`src/hw/rtl/dwc_pkg.sv`:
```
`timescale 1ns / 1ps
// ----------------------------------------------------------------------------
// Depthwise 3x3 stride-2 convolution package
// Shared constants, register codes and the structures passed between the
// blocks of the convolution core.
// ----------------------------------------------------------------------------
package dwc_pkg;

   localparam int MAX_WIDTH    = 1024;
   localparam int HEIGHT_LIMIT = 2048;
   localparam int PIXEL_BITS   = 16;
   localparam int TAP_BITS     = 16;

   localparam int COL_BITS = $clog2(MAX_WIDTH);
   localparam int ROW_BITS = $clog2(HEIGHT_LIMIT);
   localparam int CMP_BITS = 14;

   localparam int IN_WIDTH_BITS   = 11;
   localparam int IN_HEIGHT_BITS  = 12;
   localparam int OUT_WIDTH_BITS  = 9;
   localparam int OUT_HEIGHT_BITS = 10;
   localparam int KROW_BITS       = 3 * TAP_BITS;

   localparam int PROD_BITS = PIXEL_BITS + TAP_BITS;
   localparam int RSUM_BITS = PROD_BITS + 2;
   localparam int SUM_BITS  = PROD_BITS + 4;
   localparam int CONV_BITS = 36;

   localparam int CSR_DATA_BITS = 64;
   localparam int CSR_ADDR_BITS = 6;

   typedef enum logic [2:0] {
      REG_IN_WIDTH      = 3'd0,
      REG_IN_HEIGHT     = 3'd1,
      REG_OUT_WIDTH     = 3'd2,
      REG_OUT_HEIGHT    = 3'd3,
      REG_KERNEL_TOP    = 3'd4,
      REG_KERNEL_MID    = 3'd5,
      REG_KERNEL_BOTTOM = 3'd6
   } reg_index_type;

   typedef struct packed {
      logic [IN_WIDTH_BITS-1:0]      in_width;
      logic [IN_HEIGHT_BITS-1:0]     in_height;
      logic [OUT_WIDTH_BITS-1:0]     out_width;
      logic [OUT_HEIGHT_BITS-1:0]    out_height;
      logic [2:0][KROW_BITS-1:0]     kernel;
   } cfg_type;

   typedef struct packed {
      logic [COL_BITS-1:0] x;
      logic                hit;
      logic                done;
   } pos_type;

   typedef struct packed {
      logic [2:0][2:0][PIXEL_BITS-1:0] pix;
      logic                            done;
   } operand_type;

endpackage

```
`src/hw/rtl/dwc_scan.sv`:
```
`timescale 1ns / 1ps
// ----------------------------------------------------------------------------
// Raster position tracker
// Column and row counters of the incoming pixel, with the decode of which
// pixels close an output window and which output ends the plane.
// ----------------------------------------------------------------------------
module dwc_scan
   import dwc_pkg::*;
(
   input  logic    clock,
   input  logic    reset,
   input  cfg_type cfg,
   input  logic    step,
   output pos_type pos
);

   logic [COL_BITS-1:0] col_ff, col_in;
   logic [ROW_BITS-1:0] row_ff, row_in;

   logic [CMP_BITS-1:0] in_w, in_h, ew_m1, eh_m1, ow, oh, ow_lim, oh_lim;
   logic [CMP_BITS-1:0] x, y, ox, oy;

   always_comb begin
      in_w = CMP_BITS'(cfg.in_width);
      in_h = CMP_BITS'(cfg.in_height);

      if (in_w < CMP_BITS'(3)) begin
         ew_m1 = CMP_BITS'(2);
      end else if (in_w > CMP_BITS'(MAX_WIDTH)) begin
         ew_m1 = CMP_BITS'(MAX_WIDTH - 1);
      end else begin
         ew_m1 = in_w - CMP_BITS'(1);
      end

      if (in_h < CMP_BITS'(3)) begin
         eh_m1 = CMP_BITS'(2);
      end else if (in_h > CMP_BITS'(HEIGHT_LIMIT)) begin
         eh_m1 = CMP_BITS'(HEIGHT_LIMIT - 1);
      end else begin
         eh_m1 = in_h - CMP_BITS'(1);
      end

      ow_lim = ew_m1 >> 1;
      oh_lim = eh_m1 >> 1;
      ow = (CMP_BITS'(cfg.out_width) < ow_lim) ? CMP_BITS'(cfg.out_width) : ow_lim;
      oh = (CMP_BITS'(cfg.out_height) < oh_lim) ? CMP_BITS'(cfg.out_height) : oh_lim;

      x = (CMP_BITS'(col_ff) < ew_m1) ? CMP_BITS'(col_ff) : ew_m1;
      y = (CMP_BITS'(row_ff) < eh_m1) ? CMP_BITS'(row_ff) : eh_m1;
      ox = (x >> 1) - CMP_BITS'(1);
      oy = (y >> 1) - CMP_BITS'(1);

      pos.x    = x[COL_BITS-1:0];
      pos.hit  = (x >= CMP_BITS'(2)) && (y >= CMP_BITS'(2)) && !x[0] && !y[0]
                 && (ox < ow) && (oy < oh);
      pos.done = pos.hit && (ox == ow - CMP_BITS'(1)) && (oy == oh - CMP_BITS'(1));

      if (x >= ew_m1) begin
         col_in = '0;
         row_in = (y >= eh_m1) ? '0 : ROW_BITS'(y + CMP_BITS'(1));
      end else begin
         col_in = COL_BITS'(x + CMP_BITS'(1));
         row_in = y[ROW_BITS-1:0];
      end
   end

   always_ff @(posedge clock) begin
      if (reset) begin
         col_ff <= '0;
         row_ff <= '0;
      end else if (step) begin
         col_ff <= col_in;
         row_ff <= row_in;
      end
   end

endmodule

```
`config.mk`:
```
export PLATFORM = sky130hd
export DESIGN_NAME = dwc_scan
export DESIGN_NICKNAME = d
export VERILOG_FILES = /design/src/hw/rtl/dwc_pkg.sv /design/src/hw/rtl/dwc_scan.sv
export SDC_FILE = /design/constraint.sdc
export NUM_CORES = 1
export LEC_CHECK = 0
export BUFFER_PORTS_ARGS = -buffer_cell sky130_fd_sc_hd__buf_2
export CAP_MARGIN = 20
export CORE_ASPECT_RATIO = 0.5
export CORE_MARGIN = 2
export CORE_UTILIZATION = 35
export DETAILED_ROUTE_END_ITERATION = 10
export GPL_ROUTABILITY_DRIVEN = 0
export GPL_TIMING_DRIVEN = 0
export HOLD_SLACK_MARGIN = 0.12
export PLACE_DENSITY = 0.59
export SETUP_SLACK_MARGIN = 0.02
export SKIP_LAST_GASP = 1
export SLEW_MARGIN = 25
export SYNTH_ARGS = -nofsm -noshare
export SYNTH_HDL_FRONTEND = slang
export SYNTH_SLANG_ARGS = --single-unit
```
`constraint.sdc`:
```
create_clock -name clock -period 17.25 [get_ports clock]
set_input_delay 2.5875 -clock clock [delete_from_list [all_inputs] [get_ports clock]]
set_output_delay 2.5875 -clock clock [all_outputs]
set_load 0.005 [all_outputs]
```
==> run summary <==
GRT Util Overall - 20.20%
Port bufs - 51
Slew @ Worst Pin - 0.9592 ns
N_diodes - 0
RSZ-0062 raised after global routing - false
Most frequent cells in the layout - ha_1, nor2_1, nand2_1
Number of iterations in the first detailed-routing pass - 5
Drt total wl - 18130 um
Largest family of logic cells by synthesized area - simple AND/OR/NAND/NOR gates
Top FF cell, synth - dfxtp_1
Vias in the first global route - 5715
Num CTS Buffers - 3
Crit path DAT - 11.11 ns
Sequential Power Share - 24.2%
Layout area overhead - 10.89%
Reg2reg end - row_ff[7]$_SDFFE_PP0P_
Sequential cell area - 420.4 um^2
Worst-path clk slew - 0.06 ns
# nets final - 1144
Slowest stage cell, crit path - nor3b_1
Register bit count reported by yosys - 21
Fraction of layout cells with a size suffix above 1 - 10.14%
Maximum Capacitance Violations - 0
Std cell rows - 33
DP HPWL - 15150 um
Max-slew violation count - 0
Status - completed
Htree depth - 1
Pin count of the biggest net entering global routing - 13
Area after DPL - 6457 um^2
Simple-Gate Fraction of Synth Area - 26.17%
Critical path type - in2out
Crit path time final - 13.69 ns
Post-CTS Hold Fix Bufs - 0
Cell area after layout - 6538 um^2
Detail Route Antenna Nets - 0
Most common cell after layout, fill and taps aside - ha_1
Compound-Gate Fraction of Synth Area - 22.41%
Tcrit/Tclk final - 79.39%
Cell Area, Synth - 5896 um^2
I/O Pins - 201
Post-synthesis xor/xnor area fraction - 11.93%
Grt ovf - 0
FF-to-FF path depth - 18
Relative slew slack - 35.37%
Crit path required time - 14.66 ns
Inst Count DP - 1081
Die W - 187.5 um
Die area - 17960 um^2
Pint - 0.1228 mW
Overall Power - 0.2041 mW
Startpoint types - input port
CTS max path bufs - 2
Power share of the combinational group - 51.8%
Initial antenna violation count - 1
Top cells by area, synth - ha_1, xnor2_1, dfxtp_1
Fmax - 73.02 MHz
Initial Util - 35.88%
Fin Clk Skew - 0.002270 ns
Leakage - 2.975 nW
Synth Area per Inst - 7.397 um^2
Worst setup path start - cfg[163]
Number of setup buffers added after CTS - 0
Core ar. - 16430 um^2
Hold Vio Cnt, Final - 0
Post-synth EDFFs - 0
Yosys top cell area share - 20.37%
Synthesized-area fraction occupied by adder cells - 20.37%
Residual DRC - 0
Mux contribution to synthesized area - 6.239%
Asr flop ratio synth - 0%
CP dominant cell by count - ha_1
DR vias - 6063
Synth area leader - ha_1
Final WS setup - 3.555 ns
Post-CTS resize count - 0
Clock Latency Late Sink - 0.25 ns
Finish-stage setup viols - 0
Non-Filler Instances - 1085
Worst min-delay path class - reg2reg
Dpl ws - 3.653 ns
R2R setup slack - 11.43 ns
CTS tree - built
YS warnings - 0
Power Dens Cells - 31.22 nW/um^2
Hold Slack - 0.5231 ns
DR iter-0 viols - 388
Critical path endpoint category - primary output
Clk pwr share - 24.0%
Multi-input logic area - 5162 um^2
First-pass GRT wire length - 29880 um
Sw frac - 39.83%
Reg2reg start - row_ff[3]$_SDFFE_PP0P_
TNS Setup - 0 ns
Sw Pwr - 0.08130 mW
Height of the die - 95.78 um
Worst path max stage delay - 0.61 ns
Crit Path Max Fanout - 10
Post-Synthesis Cells - 797
Crit path capture - pos[0]
Register area share after synthesis - 7.131%
Root Driver - clkbuf_16
Via density - 5.588
Worst VDD drop - 37.91 uV
Netlist cell types - 79
Clock Sinks - 21
Final core occ - 39.78%
Wirelength per Cell - 16.71 um
Fillcell total - 1790
-- cell usage after synthesis, types with 5 or more instances --
library cell  instances
a211oi_1              6
a31oi_1               5
nand3_1              19
nor3_1               30
inv_1                53
a21o_1               18
nand2b_1             11
mux2i_1              32
clkbuf_1             19
o21a_1                8
xor2_1               18
nor3b_1              10
ha_1                 96
nand2_1              61
nand4_1              12
dfxtp_1              21
o211ai_1              5
a22oi_1               8
buf_2                 6
nor4_1               14
a2111oi_0             6
xnor2_1              50
a21oi_1              49
and3_1                6
o21ai_0              41
or4_1                 8
nor2_1               73
nor2b_1              12
or3_1                12
-- worst max-delay path, delay by kind of cell --
kind | cells | cell delay, ns
mux | 1 | 0.18
compound gates | 8 | 2.73
buf+inv | 7 | 1.44
xor+xnor | 2 | 0.44
simple gates | 11 | 2.51
fa+ha+maj | 4 | 1.21
-- state kept, by name, indices dropped and copies added, names as in the netlist --
| register | count |
|---|---|
| row_ff | 11 |
| col_ff | 10 |
-- area by class of cell --
class	instances	area share, %
multi-input combinational	700	78.97
sequential	21	6.431
tap	227	4.344
timing repair buffer	51	3.904
inverter	53	3.043
buffer	29	2.086
clock buffer	3	1.148
clock inverter	1	0.07656
-- routing by layer --
metal  share of wire (%)  up-vias  wire (um)  global-route usage, %
met3                 5.8        6       1053                  2.479
li1                    -     3044          -                      -
met1                  51     2846       9249                  28.75
met2                  43      167       7746                  33.95
met4                0.45        0         82                  2.034
met5                   0        -          0                      0
-- worst min path at each step --
stage                           startpoint                     end  slack (ns)  cells past startpoint
CTS                 col_ff[0]$_SDFFE_PP0P_  col_ff[0]$_SDFFE_PP0P_        0.53                      2
finish              col_ff[0]$_SDFFE_PP0P_  col_ff[0]$_SDFFE_PP0P_        0.52                      2
global route        col_ff[0]$_SDFFE_PP0P_  col_ff[0]$_SDFFE_PP0P_        0.56                      2
floorplan           col_ff[0]$_SDFFE_PP0P_  col_ff[0]$_SDFFE_PP0P_        0.46                      2
detailed placement  col_ff[0]$_SDFFE_PP0P_  col_ff[0]$_SDFFE_PP0P_        0.52                      2
global placement    col_ff[0]$_SDFFE_PP0P_  col_ff[0]$_SDFFE_PP0P_        0.50                      2
-- power groups by stage --
stage                     Clock [mW]  Sequential, mW  Combinational, mW
after floorplan                    0          0.0502             0.0732
after global placement             0          0.0505              0.102
after detailed placement           0          0.0505              0.104
after CTS                     0.0502          0.0494              0.105
after global routing          0.0531          0.0494              0.119
final                         0.0490          0.0494              0.106
-- logic make-up (layout without fill, tap and decap cells) --
family / after synthesis / count (layout)
mux: 36 / 36
fa+ha+maj: 96 / 96
simple gates: 295 / 295
other cells: 1 / 7
flops: 21 / 21
buf+inv: 82 / 137
xor+xnor: 73 / 73
compound gates: 193 / 193
(Power assumes the default switching activity.)
