File: src/hw/rtl/dwc_pkg.sv
`timescale 1ns / 1ps
// ----------------------------------------------------------------------------
// Depthwise 3x3 stride-2 convolution package
// Shared constants, register codes and the structures passed between the
// blocks of the convolution core.
// ----------------------------------------------------------------------------
package dwc_pkg;

   localparam int MAX_WIDTH    = 1024;
   localparam int HEIGHT_LIMIT = 2048;
   localparam int PIXEL_BITS   = 16;
   localparam int TAP_BITS     = 16;

   localparam int COL_BITS = $clog2(MAX_WIDTH);
   localparam int ROW_BITS = $clog2(HEIGHT_LIMIT);
   localparam int CMP_BITS = 14;

   localparam int IN_WIDTH_BITS   = 11;
   localparam int IN_HEIGHT_BITS  = 12;
   localparam int OUT_WIDTH_BITS  = 9;
   localparam int OUT_HEIGHT_BITS = 10;
   localparam int KROW_BITS       = 3 * TAP_BITS;

   localparam int PROD_BITS = PIXEL_BITS + TAP_BITS;
   localparam int RSUM_BITS = PROD_BITS + 2;
   localparam int SUM_BITS  = PROD_BITS + 4;
   localparam int CONV_BITS = 36;

   localparam int CSR_DATA_BITS = 64;
   localparam int CSR_ADDR_BITS = 6;

   typedef enum logic [2:0] {
      REG_IN_WIDTH      = 3'd0,
      REG_IN_HEIGHT     = 3'd1,
      REG_OUT_WIDTH     = 3'd2,
      REG_OUT_HEIGHT    = 3'd3,
      REG_KERNEL_TOP    = 3'd4,
      REG_KERNEL_MID    = 3'd5,
      REG_KERNEL_BOTTOM = 3'd6
   } reg_index_type;

   typedef struct packed {
      logic [IN_WIDTH_BITS-1:0]      in_width;
      logic [IN_HEIGHT_BITS-1:0]     in_height;
      logic [OUT_WIDTH_BITS-1:0]     out_width;
      logic [OUT_HEIGHT_BITS-1:0]    out_height;
      logic [2:0][KROW_BITS-1:0]     kernel;
   } cfg_type;

   typedef struct packed {
      logic [COL_BITS-1:0] x;
      logic                hit;
      logic                done;
   } pos_type;

   typedef struct packed {
      logic [2:0][2:0][PIXEL_BITS-1:0] pix;
      logic                            done;
   } operand_type;

endpackage

File: src/hw/rtl/dwc_csr.sv
`timescale 1ns / 1ps
// ----------------------------------------------------------------------------
// Configuration registers
// APB-style register file holding the plane sizes and the kernel taps.
// ----------------------------------------------------------------------------
module dwc_csr
   import dwc_pkg::*;
(
   input  logic                     clock,
   input  logic                     reset,
   input  logic                     csr_psel,
   input  logic                     csr_penable,
   input  logic                     csr_pwrite,
   input  logic [CSR_ADDR_BITS-1:0] csr_paddr,
   input  logic [CSR_DATA_BITS-1:0] csr_pwdata,
   output logic [CSR_DATA_BITS-1:0] csr_prdata,
   output logic                     csr_pready,
   output cfg_type                  cfg
);

   cfg_type       cfg_ff;
   logic          wr_en;
   reg_index_type index;

   assign index = reg_index_type'(csr_paddr[CSR_ADDR_BITS-1:3]);
   assign wr_en = csr_psel && csr_penable && csr_pwrite;

   always_ff @(posedge clock) begin
      if (reset) begin
         cfg_ff.in_width   <= IN_WIDTH_BITS'(3);
         cfg_ff.in_height  <= IN_HEIGHT_BITS'(3);
         cfg_ff.out_width  <= OUT_WIDTH_BITS'(1);
         cfg_ff.out_height <= OUT_HEIGHT_BITS'(1);
         cfg_ff.kernel     <= '0;
      end else if (wr_en) begin
         unique case (index)
            REG_IN_WIDTH:      cfg_ff.in_width   <= csr_pwdata[IN_WIDTH_BITS-1:0];
            REG_IN_HEIGHT:     cfg_ff.in_height  <= csr_pwdata[IN_HEIGHT_BITS-1:0];
            REG_OUT_WIDTH:     cfg_ff.out_width  <= csr_pwdata[OUT_WIDTH_BITS-1:0];
            REG_OUT_HEIGHT:    cfg_ff.out_height <= csr_pwdata[OUT_HEIGHT_BITS-1:0];
            REG_KERNEL_TOP:    cfg_ff.kernel[0]  <= csr_pwdata[KROW_BITS-1:0];
            REG_KERNEL_MID:    cfg_ff.kernel[1]  <= csr_pwdata[KROW_BITS-1:0];
            REG_KERNEL_BOTTOM: cfg_ff.kernel[2]  <= csr_pwdata[KROW_BITS-1:0];
            default: begin
            end
         endcase
      end
   end

   always_comb begin
      unique case (index)
         REG_IN_WIDTH:      csr_prdata = CSR_DATA_BITS'(cfg_ff.in_width);
         REG_IN_HEIGHT:     csr_prdata = CSR_DATA_BITS'(cfg_ff.in_height);
         REG_OUT_WIDTH:     csr_prdata = CSR_DATA_BITS'(cfg_ff.out_width);
         REG_OUT_HEIGHT:    csr_prdata = CSR_DATA_BITS'(cfg_ff.out_height);
         REG_KERNEL_TOP:    csr_prdata = CSR_DATA_BITS'(cfg_ff.kernel[0]);
         REG_KERNEL_MID:    csr_prdata = CSR_DATA_BITS'(cfg_ff.kernel[1]);
         REG_KERNEL_BOTTOM: csr_prdata = CSR_DATA_BITS'(cfg_ff.kernel[2]);
         default:           csr_prdata = '0;
      endcase
   end

   assign csr_pready = 1'b1;
   assign cfg        = cfg_ff;

endmodule

File: config.mk
export PLATFORM = sky130hd
export DESIGN_NAME = dwc_csr
export DESIGN_NICKNAME = d
export VERILOG_FILES = /design/src/hw/rtl/dwc_pkg.sv /design/src/hw/rtl/dwc_csr.sv
export SDC_FILE = /design/constraint.sdc
export NUM_CORES = 1
export LEC_CHECK = 0
export ABC_AREA = 1
export BUFFER_PORTS_ARGS = -buffer_cell sky130_fd_sc_hd__buf_2
export CORE_AREA = 10 10 160 162
export CTS_CLUSTER_DIAMETER = 80
export DETAILED_ROUTE_END_ITERATION = 7
export DIE_AREA = 0 0 170 172
export HOLD_SLACK_MARGIN = 0.08
export MAX_ROUTING_LAYER = met4
export PLACE_DENSITY = 0.66
export RECOVER_POWER = 100
export SETUP_SLACK_MARGIN = 0.05
export SLEW_MARGIN = 30
export SYNTH_ARGS = -nofsm -noshare
export SYNTH_HDL_FRONTEND = slang
export SYNTH_SLANG_ARGS = --single-unit
export TNS_END_PERCENT = 50
File: constraint.sdc
create_clock -name clock -period 4.04 [get_ports clock]
set_clock_uncertainty 0.1 [all_clocks]
set_input_delay 1.212 -clock clock [delete_from_list [all_inputs] [get_ports clock]]
set_output_delay 1.212 -clock clock [all_outputs]
set_load 0.02 [all_outputs]
==> out/summary.txt <==
=====================================================================================
Final weighted congestion in routability-driven placement ..............        0.895
Detailed-route wire length .............................................     31500 µm
Worst path cell trace .................................................. buf_2 > inv_2 > nand2_1 > nor2_4 > buf_12 > nand2_1 > nand3_1 > clkbuf_1
Post-CTS Hold Fix Bufs .................................................            0
Critical Path Source ................................................... csr_paddr[4]
FF-to-FF Start .........................................................       cfg[6]
Fmax ...................................................................      257 MHz
Cell-internal power ....................................................      3010 µW
Number of different library cells in the post-synthesis netlist ........           19
Post-synthesis cell count ..............................................         1416
Total setup buffers inserted after CTS .................................            0
Clock Latency Late Sink ................................................      0.42 ns
Element type at the critical path start ................................   input port
Most numerous cell on the critical path ................................      nand2_1
Die footprint ..........................................................    29200 µm²
Cell Area, Placed ......................................................    10500 µm²
Number of gates resized after cts ......................................            0
Total of buffers placed on input and output ports ......................          289
Yosys reg bits .........................................................          186
Slowest CP cell ........................................................     clkbuf_1
Detailed-placement wirelength estimate .................................     22600 µm
Number of cells in the design after placement ..........................         1932
Switching fraction of total power ......................................        25.8%
Clock tree from TritonCTS ..............................................        built
Worst min path class ................................................... flip-flop to flip-flop
Leak Pwr ...............................................................   0.00478 µW
Top delay family on crit path .......................................... buffers and inverters
Setup slack of the worst register-to-register path .....................      3.25 ns
Syn Area/Cell ..........................................................     6.27 µm²
Combined buffer and inverter count along the critical path .............            4
CP required ............................................................      2.73 ns
Worst hold margin ......................................................     0.400 ns
Fraction of layout instances using a drive strength above 1 ............        7.87%
Summed instance area of the synthesized netlist ........................     8870 µm²
Max-slew violation total from the final report .........................           54
Width of the chip ......................................................       170 µm
CTS Sinks ..............................................................          186
Time the final worst path needs with I/O delays and setup ..............      3.90 ns
RSZ-0062 raised after global routing ...................................        false
Vias in the first global route .........................................         8904
Post-Route Setup TNS ...................................................         0 ns
Most frequent cells in the layout ...................................... nand2_1 (475), nor2_1 (400), clkbuf_1 (229)
Detailed Routing Iterations Pass 1 .....................................            5
Initial core utilization ...............................................        39.7%
First-pass GRT wire length .............................................     48200 µm
Io pins ................................................................          326
Number of buffers added by the clock tree synthesis step ...............           17
Finished Cell Area .....................................................    10800 µm²
Total via count in the routed design ...................................         9403
CTS clock-pin slew for the worst setup and hold paths ..................      0.07 ns
Total DRC errors in the routed layout ..................................            0
Remaining antenna violation count after routing ........................            0
Number of nets in the layout ...........................................         1741
Number of buffers on the longest clock path ............................            2
Data arrival, critical path ............................................      2.58 ns
Number of violations of the max-capacitance limit ......................            2
Die Y-Extent ...........................................................       172 µm
Core Region ............................................................    22400 µm²
Count of placed standard cells in the final layout, fillers left out ...         1965
Number of placement rows ...............................................           55
Net switching power figure .............................................      1040 µW
CP endpoint ............................................................ csr_prdata[13]
R2R cell count .........................................................            2
Power share of the clock group .........................................        44.6%
Violations in the final reports ........................................ capacitance limit, slew limit
Worst Path Max Fanout ..................................................           39
GR Util All Layers .....................................................        21.3%
Most common library cell in the layout ignoring fill and taps ..........      nand2_1
Area added between synthesis and finish ................................        21.3%
Setup-failing EPs final ................................................            0
Number of vias per cell ................................................         4.79
Sequential area share after synthesis ..................................        42.0%
Number of antenna violations at the first check in global routing ......            2
Power density cells ....................................................   376 nW/µm²
H-tree Lvls ............................................................            4
Max transition margin ..................................................       -12.3%
Worst Tran Pin Value ...................................................      1.69 ns
Run status ............................................................. finished with violations
Overflow left after global routing .....................................            0
Worst flop-to-flop path endpoint .......................................       cfg[6]
Count of routing violations after the opening detailed-route iteration .          704
Proportion of power drawn by combinational gates .......................         9.1%
Syn. warnings ..........................................................            0
Critical path class .................................................... input port to output pin
Type of element capturing the critical path ............................   output pin
Maximum number of pins on one net before global-route repair ...........           86
Period utilization .....................................................        96.5%
Clock root cell ........................................................    clkbuf_16
Final Hold Viols .......................................................            0
Largest vdd supply drop ................................................   0.000212 V
Max reg flops ..........................................................          186
Routed len/inst ........................................................      16.0 µm
Critical path's largest stage delay ....................................      0.31 ns
Relative contribution of sequential cells to total power ...............        46.4%
Final core utilization .................................................        48.1%
Instance count on the critical path ....................................            8
=====================================================================================
synthesized netlist by cell type:
library cell,count,area [µm²]
clkinv_1,1,3.75
clkbuf_1,28,105
nand3_2,3,30.0
inv_1,62,233
nand2_1,475,1780
nor2_1,396,1490
buf_1,6,22.5
conb_1,2,7.51
buf_6,9,101
dfxtp_1,186,3720
buf_2,35,175
inv_2,6,22.5
buf_4,28,210
nor2_4,3,33.8
nand4_1,31,194
o21ai_0,2,10.0
nand3_4,1,17.5
nor2_2,4,25.0
nand3_1,138,691
cell families after synthesis:
family / share of synthesized area [%]
flip-flops: 42.0
other: 0.0846
buffers and inverters: 9.84
AND/OR/NAND/NOR: 48.0
AO/OA/AOI/OAI: 0.113
worst min path at each step:
stage / from / endpoint / slack, ns / depth (start not counted)
2_1_floorplan: cfg[164] / cfg[164] / 0.45 / 2
3_3_place_gp: cfg[32] / cfg[32] / 0.39 / 2
3_5_place_dp: cfg[32] / cfg[32] / 0.39 / 2
4_1_cts: cfg[32] / cfg[32] / 0.40 / 2
5_1_grt: cfg[136] / cfg[136] / 0.42 / 2
6_report: cfg[32] / cfg[32] / 0.40 / 2
worst register-to-register path: cells and delay by family (launching register included):
family / cells / cell delay, ns
flops: 1 / 0.38
simple gates: 2 / 0.24
metal layers:
metal  wire [µm]  share of wire, %  track usage [%]
met1       13700                43             25.7
met5           0                 0                -
met2       14900                47             35.1
met4         660               2.1             6.71
met3        2330               7.4             4.56
power groups by stage:
stage	logic (µW)	clock network (µW)	registers, µW
floorplan	229	0	1940
global placement	376	0	1920
detailed placement	380	0	1920
CTS	381	1840	1880
global route	406	1910	1880
finish	368	1800	1880
through the flow:
step	setup WS, ns	power, µW
finish	0.143	4050
global placement	0.207	2290
floorplan	0.519	2170
detailed placement	0.212	2300
global route	0.0587	4200
CTS	0.200	4100
cell type report:
class | instances | area (µm²)
sequential | 186 | 3720
tap | 285 | 357
inverter | 69 | 264
timing repair buffer | 322 | 1490
multi-input combinational | 1070 | 4300
fill | 2461 | 11600
antenna | 2 | 5.00
clock buffer | 19 | 433
clock inverter | 12 | 189
Power figures use the tool's default switching activity.
